[config.mk]
export PLATFORM = sky130hd
export DESIGN_NAME = rkal_ctrl
export DESIGN_NICKNAME = d
export VERILOG_FILES = /design/src/hdl/rkal_pkg.sv /design/src/hdl/rkal_ctrl.sv
export SDC_FILE = /design/constraint.sdc
export NUM_CORES = 1
export LEC_CHECK = 0
export ABC_CLOCK_PERIOD_IN_PS = 4490
export BUFFER_PORTS_ARGS = -buffer_cell sky130_fd_sc_hd__buf_2
export CAP_MARGIN = 20
export CORE_MARGIN = 2
export CORE_UTILIZATION = 39
export CTS_CLUSTER_DIAMETER = 40
export DETAILED_ROUTE_END_ITERATION = 8
export PLACE_DENSITY = 0.71
export SLEW_MARGIN = 15
export SYNTH_ARGS = -nofsm -noshare
export SYNTH_HDL_FRONTEND = slang
export SYNTH_SLANG_ARGS = --single-unit
[constraint.sdc]
create_clock -name clk -period 4.49 [get_ports clk]
set_input_delay 1.347 -clock clk [delete_from_list [all_inputs] [get_ports clk]]
set_output_delay 1.347 -clock clk [all_outputs]
set_load 0.01 [all_outputs]
[src/hdl/rkal_pkg.sv]
`default_nettype none
// ----------------------------------------------------------------------------
// rkal_pkg: shared types and constants for the rank array list
// Sizes, request codes, controller/datapath command and status structs,
// and the element width conversion helpers.
// ----------------------------------------------------------------------------
package rkal_pkg;

    localparam int CAPACITY   = 128;
    localparam int DATA_WIDTH = 32;

    localparam int ADDR_W = $clog2(CAPACITY);
    localparam int CNT_W  = $clog2(CAPACITY + 1);
    localparam int CMP_W  = (CNT_W > 8) ? CNT_W : 8;

    localparam logic [1:0] REQ_READ    = 2'd0;
    localparam logic [1:0] REQ_REPLACE = 2'd1;
    localparam logic [1:0] REQ_INSERT  = 2'd2;
    localparam logic [1:0] REQ_REMOVE  = 2'd3;

    // memory address source
    typedef enum logic [1:0] {
        SEL_RANK,
        SEL_PTR,
        SEL_PTR_DN,
        SEL_PTR_UP
    } addr_sel_t;

    typedef enum logic [2:0] {
        PTR_HOLD,
        PTR_LOAD_COUNT,
        PTR_LOAD_RANK,
        PTR_DEC,
        PTR_INC
    } ptr_op_t;

    typedef enum logic [1:0] {
        CNT_HOLD,
        CNT_INC,
        CNT_DEC
    } cnt_op_t;

    typedef struct packed {
        logic      load;       // latch request
        logic      rd_en;
        addr_sel_t rd_sel;
        logic      wr_en;
        addr_sel_t wr_sel;
        logic      wr_req;     // write request value, else moved element
        ptr_op_t   ptr_op;
        cnt_op_t   cnt_op;
        logic      finish;     // load result registers
        logic      ok;
        logic      show_read;
    } ctrl_cmd_t;

    typedef struct packed {
        logic [1:0] op;
        logic       in_range;  // rank < count
        logic       ins_ok;    // rank <= count and not full
        logic       ptr_at_rank;
        logic       ptr_at_top; // ptr == count - 1
    } dp_status_t;

    function automatic logic [DATA_WIDTH-1:0] to_data(input logic signed [31:0] v);
        logic [63:0] e;
        e = 64'(v);
        return e[DATA_WIDTH-1:0];
    endfunction

    function automatic logic [31:0] from_data(input logic [DATA_WIDTH-1:0] d);
        logic signed [DATA_WIDTH-1:0] s;
        logic [63:0] e;
        s = signed'(d);
        e = 64'(s);
        return e[31:0];
    endfunction

endpackage
`default_nettype wire

[src/hdl/rkal_ctrl.sv]
`default_nettype none
// ----------------------------------------------------------------------------
// rkal_ctrl: request sequencer for the rank array list
// Checks range, steps element moves for insert and remove, and raises the
// result strobe.
// ----------------------------------------------------------------------------
module rkal_ctrl (
    input  wire logic                   clk,
    input  wire logic                   rst_n,
    input  wire logic                   start,
    output logic                        busy,
    output logic                        done,
    input  wire rkal_pkg::dp_status_t   status,
    output rkal_pkg::ctrl_cmd_t         cmd
);
    import rkal_pkg::*;

    typedef enum logic [2:0] {
        S_IDLE,
        S_CHECK,
        S_READ_OUT,
        S_INS_TEST,
        S_INS_MOVE,
        S_REM_TEST,
        S_REM_MOVE
    } state_t;

    state_t state_reg;
    state_t state_next;
    logic   done_reg;

    always_comb
    begin
        cmd        = '{load: 1'b0, rd_en: 1'b0, rd_sel: SEL_RANK, wr_en: 1'b0,
                       wr_sel: SEL_RANK, wr_req: 1'b0, ptr_op: PTR_HOLD,
                       cnt_op: CNT_HOLD, finish: 1'b0, ok: 1'b0,
                       show_read: 1'b0};
        state_next = state_reg;
        unique case (state_reg)
            S_IDLE:
            begin
                if (start)
                begin
                    cmd.load   = 1'b1;
                    state_next = S_CHECK;
                end
            end
            S_CHECK:
            begin
                unique case (status.op)
                    REQ_READ:
                    begin
                        if (status.in_range)
                        begin
                            cmd.rd_en  = 1'b1;
                            cmd.rd_sel = SEL_RANK;
                            state_next = S_READ_OUT;
                        end
                        else
                        begin
                            cmd.finish = 1'b1;
                            state_next = S_IDLE;
                        end
                    end
                    REQ_REPLACE:
                    begin
                        if (status.in_range)
                        begin
                            cmd.wr_en  = 1'b1;
                            cmd.wr_sel = SEL_RANK;
                            cmd.wr_req = 1'b1;
                            cmd.ok     = 1'b1;
                        end
                        cmd.finish = 1'b1;
                        state_next = S_IDLE;
                    end
                    REQ_INSERT:
                    begin
                        if (status.ins_ok)
                        begin
                            cmd.ptr_op = PTR_LOAD_COUNT;
                            state_next = S_INS_TEST;
                        end
                        else
                        begin
                            cmd.finish = 1'b1;
                            state_next = S_IDLE;
                        end
                    end
                    REQ_REMOVE:
                    begin
                        if (status.in_range)
                        begin
                            cmd.ptr_op = PTR_LOAD_RANK;
                            state_next = S_REM_TEST;
                        end
                        else
                        begin
                            cmd.finish = 1'b1;
                            state_next = S_IDLE;
                        end
                    end
                    default:
                    begin
                        cmd.finish = 1'b1;
                        state_next = S_IDLE;
                    end
                endcase
            end
            S_READ_OUT:
            begin
                cmd.finish    = 1'b1;
                cmd.ok        = 1'b1;
                cmd.show_read = 1'b1;
                state_next    = S_IDLE;
            end
            S_INS_TEST:
            begin
                if (status.ptr_at_rank)
                begin
                    cmd.wr_en  = 1'b1;
                    cmd.wr_sel = SEL_RANK;
                    cmd.wr_req = 1'b1;
                    cmd.cnt_op = CNT_INC;
                    cmd.finish = 1'b1;
                    cmd.ok     = 1'b1;
                    state_next = S_IDLE;
                end
                else
                begin
                    cmd.rd_en  = 1'b1;
                    cmd.rd_sel = SEL_PTR_DN;
                    state_next = S_INS_MOVE;
                end
            end
            S_INS_MOVE:
            begin
                cmd.wr_en  = 1'b1;
                cmd.wr_sel = SEL_PTR;
                cmd.ptr_op = PTR_DEC;
                state_next = S_INS_TEST;
            end
            S_REM_TEST:
            begin
                if (status.ptr_at_top)
                begin
                    cmd.cnt_op = CNT_DEC;
                    cmd.finish = 1'b1;
                    cmd.ok     = 1'b1;
                    state_next = S_IDLE;
                end
                else
                begin
                    cmd.rd_en  = 1'b1;
                    cmd.rd_sel = SEL_PTR_UP;
                    state_next = S_REM_MOVE;
                end
            end
            S_REM_MOVE:
            begin
                cmd.wr_en  = 1'b1;
                cmd.wr_sel = SEL_PTR;
                cmd.ptr_op = PTR_INC;
                state_next = S_REM_TEST;
            end
            default:
            begin
                state_next = S_IDLE;
            end
        endcase
    end

    always_ff @(posedge clk or negedge rst_n)
    begin
        if (!rst_n)
        begin
            state_reg <= S_IDLE;
            done_reg  <= 1'b0;
        end
        else
        begin
            state_reg <= state_next;
            done_reg  <= cmd.finish;
        end
    end

    assign busy = (state_reg != S_IDLE);
    assign done = done_reg;

endmodule
`default_nettype wire

* Word-level counts from Yosys, hierarchy flattened
Index checks and enable logic that the tools add are counted.
** Operators by class
- Equality and inequality tests :: 10
- Multiplexer cells :: 33
- Reductions and logical operators :: 5
** Operators by type and width (count)
- $mux 3 :: 9
- $pmux 3 s3 :: 3
- $pmux 3 s6 :: 1
- $mux 4 :: 4
- $pmux 3 s4 :: 1
- $eq 3x3->1 const B :: 3
- $mux 1 :: 8
- $pmux 2 s4 :: 1
- $eq 3x2->1 const B :: 2
- $pmux 3 s2 :: 1
- $eq 2x2->1 const B :: 2
- $mux 2 :: 2
- $pmux 2 s2 :: 1
- $reduce_or 2->1 :: 2
- $eq 3x1->1 const B :: 1
- $logic_not 3->1 :: 1
- $pmux 1 s3 :: 1
- $reduce_bool 3->1 :: 1
- $eq 2x1->1 const B :: 1
- $logic_not 2->1 :: 1
- $ne 2x2->1 const B :: 1
- $pmux 1 s2 :: 1
** Storage, ports and cells
- Register bits :: 4
- Input bits :: 9

* Longest topological paths before layout
- Depth after elaboration :: 4
- Depth in mapped cells :: 5
- Gate-level depth less buffers :: 5

* Least setup slack after synthesis
OpenSTA, ideal clock, no wires.
- Path kind :: input to output
- From :: input port status[4] in the netlist's numbering
- To :: output port cmd[2] in the netlist's numbering
- Arrival :: 2190 ps
- Required time :: 3143 ps
- Path slack :: 953 ps
- Stages on the path :: 5
- Cell sequence :: inv_1 > ha_1 > nor2_1 > a2111oi_2 > o22ai_1
** RTL lines
- from (decl) :: RTL line rkal_ctrl.sv:13 : input wire rkal_pkg::dp_status_t status,
- to (decl) :: RTL line rkal_ctrl.sv:14 : output rkal_pkg::ctrl_cmd_t cmd

==> metrics.txt <==
cell family with most CP delay compound AO/OA/AOI/OAI gates; Area after DPL approximately 670 sq um; CTS tree done; initial antenna violation count 0; global-route wire length before repair ~2.3 mm; most used cell along the critical path buf_2; Die Span Y 42.33 um; Largest stage delay, worst path 320 ps; Net Sw Frac 48.12%; Gate Count Post-Synth 69; Core Region approximately 1300 sq um; worst-margin pin slew 594.4 ps; max FFs per register 3; PnR worst setup slack 614.1 ps; H-tree lvl count 1; DP Worst Slack 646.4 ps; clk sinks 4; Post-synth ARST share 100.0%; Post-DRT Antenna Nets 0; Critical Path Fanout Max 3; Slew Viols, Final 0; Hold/Removal Path Class flop to flop; clock latency on the worst-skew pair approximately 230 ps; diode count 0; outcome complete, no violations; Synth area leaders dfrtp_1 (17%), ha_1 (15%), nand3_1 (5.2%); Fin. Hold Viols 0; GRT Resource Usage Total ~16%; Top FF cell, synth dfrtp_1; cts hold-fix bufs 0; routed vias/inst ~5.4; port bufs 25; clock network power share 13.7%; I/O Pins 27; register area share after synthesis between 15 and 20%; drt first-iter violations 17; register bit total from synthesis 4; Worst-path clk slew ~40 ps; max-cap violation count 0; HPWL after DPL 1.031 mm; critical-path cell with the highest stage delay a2111oi_2; relative slew slack approximately three fifths; fin crit period 3876 ps; DRT Wirelength between 1 and 1.5 mm; kind of end point of the critical path primary output; Area growth syn-to-layout 21.18%; critical path, cell by cell buf_2 > inv_1 > ha_1 > nor2_1 > a2111oi_2 > o22ai_1 > buf_2; Setup-failing EPs final 0; FP Rows 13; Syn Nets 85; Critical Path RT 3140 ps; iteration count of the initial detailed-routing pass 4; DR WL/cell 12.51 um; global route overflow 0; Tcrit/Tclk final 86.32%; syn_area_per_cell approximately 8.3 sq um; Crit Path Category input port to primary output; post-layout util 52.06%; postcts setup bufs 0; unrepaired setup endpoints after global routing false; P_sw 155.3 uW; Die ar. between 1500 and 2000 sq um; commonest non-fill, non-tap cell in the layout buf_2; vias in the first global route 529; part of the power in registers 29.3%; Max Clk Rate about 0.26 GHz; startpoint types input port; PD cells approximately 460 nW/um^2; final instance area just under 700 sq um; placer congestion estimate 0.8423; Netlist Area Pre-Place 573.1 sq um; proportion of layout cells with a drive suffix above 1 between 30% and 40%; post-route setup TNS 0 ps; vias 583; Filler cells about 130; commonest non-fill, non-tap cells in the layout buf_2 (25), inv_1 (7), ha_1 (7); CTS Buf Count 3; initial core utilization 42.96%; root buffer cell clkbuf_4; Synth cell types 32; Critical Path AT 2530 ps; number of flops mapped to enable cells by yosys 0; largest net degree at the start of global routing 20; worst path bufs/invs 3; top cell type's share of synthesized area 17.47%; Die Width about 42 um; CTS Buffer Depth 2; # DRC 0; Register Area 100.1 sq um; clock skew 0.3957 ps; Leak 0.0003817 uW; multi-input logic area 401.6 sq um; VDD IR max 0.0001855 V; Comb power frac 57.0%; post-cts resize count 0; YS warnings 0; Final nets 110; P_int 167.5 uW; Synth area leader dfrtp_1
cell usage after synthesis (2+ instances only):
cell,number
buf_6,2
nand3_1,6
a31oi_1,2
and2_1,2
dfrtp_1,4
o21ai_0,3
and3_1,3
nand2_1,2
buf_4,3
nor2b_1,3
ha_1,7
nor3b_1,2
a21oi_1,2
nor2_1,3
inv_1,7
nand3b_1,2
tightest hold or removal path, stage by stage (launching register included):
cell and delay [ps]:
dfrtp_1 570, nand3_1 120, o31ai_1 80, a31oi_1 40
logic make-up after synthesis:
group	after synthesis	share of synthesized area, %
AND/OR/NAND/NOR	30	34.72
adder cells (fa/ha/maj)	7	15.28
other	1	0.6544
flip-flops	4	17.47
AO/OA/AOI/OAI	15	19.43
buffers and inverters	12	12.45
path summary, 6_finish.rpt:
kind                                       endpoint                startpoint  cells past startpoint  slack (ps)
setup / recovery                             cmd[2]                 status[4]                      7         610
hold / removal             state_reg[0]$_DFFE_PN0P_  state_reg[0]$_DFFE_PN0P_                      3         860
setup reg to reg                     done$_DFF_PN0_  state_reg[2]$_DFFE_PN0P_                      3        3010
hold reg to reg            state_reg[0]$_DFFE_PN0P_  state_reg[0]$_DFFE_PN0P_                      3         860
max in group asynchronous            done$_DFF_PN0_                     rst_n                      1        3470
min in group asynchronous  state_reg[2]$_DFFE_PN0P_                     rst_n                      1         910
power groups by stage:
stage	combinational [uW]	clock (uW)	sequential, uW
2_1_floorplan	168	0	63.9
3_3_place_gp	179	0	93.3
3_5_place_dp	182	0	93.7
4_1_cts	184	45.3	93.9
5_1_grt	205	48.9	99.0
6_report	184	44.3	94.5
cell type report:
cell class,instances,share of cell area [%]
clock buffer,3,3.243
timing repair buffer,25,18.02
multi-input combinational,53,57.84
tap,15,2.703
sequential,4,14.41
inverter,7,3.784
per-stage QoR:
stage	instances	hold slack [ps]	total power, uW
2_1_floorplan	69	687.8	232.0
4_1_cts	107	860.6	323.4
5_1_grt	107	906.9	353.3
6_report	107	861.6	322.8
3_5_place_dp	104	852.4	275.9
3_3_place_gp	104	857.9	272.1
routing by layer:
layer / GRT usage [%] / share of wire (%) / vias up
met5: 0 / 0 / -
met4: 5.625 / 1.9 / 0
met3: 5.172 / 9.6 / 4
met2: 24.92 / 47 / 35
met1: 21.93 / 42 / 258
li1: - / - / 286
Note: power is estimated with default switching activity, not from simulation.
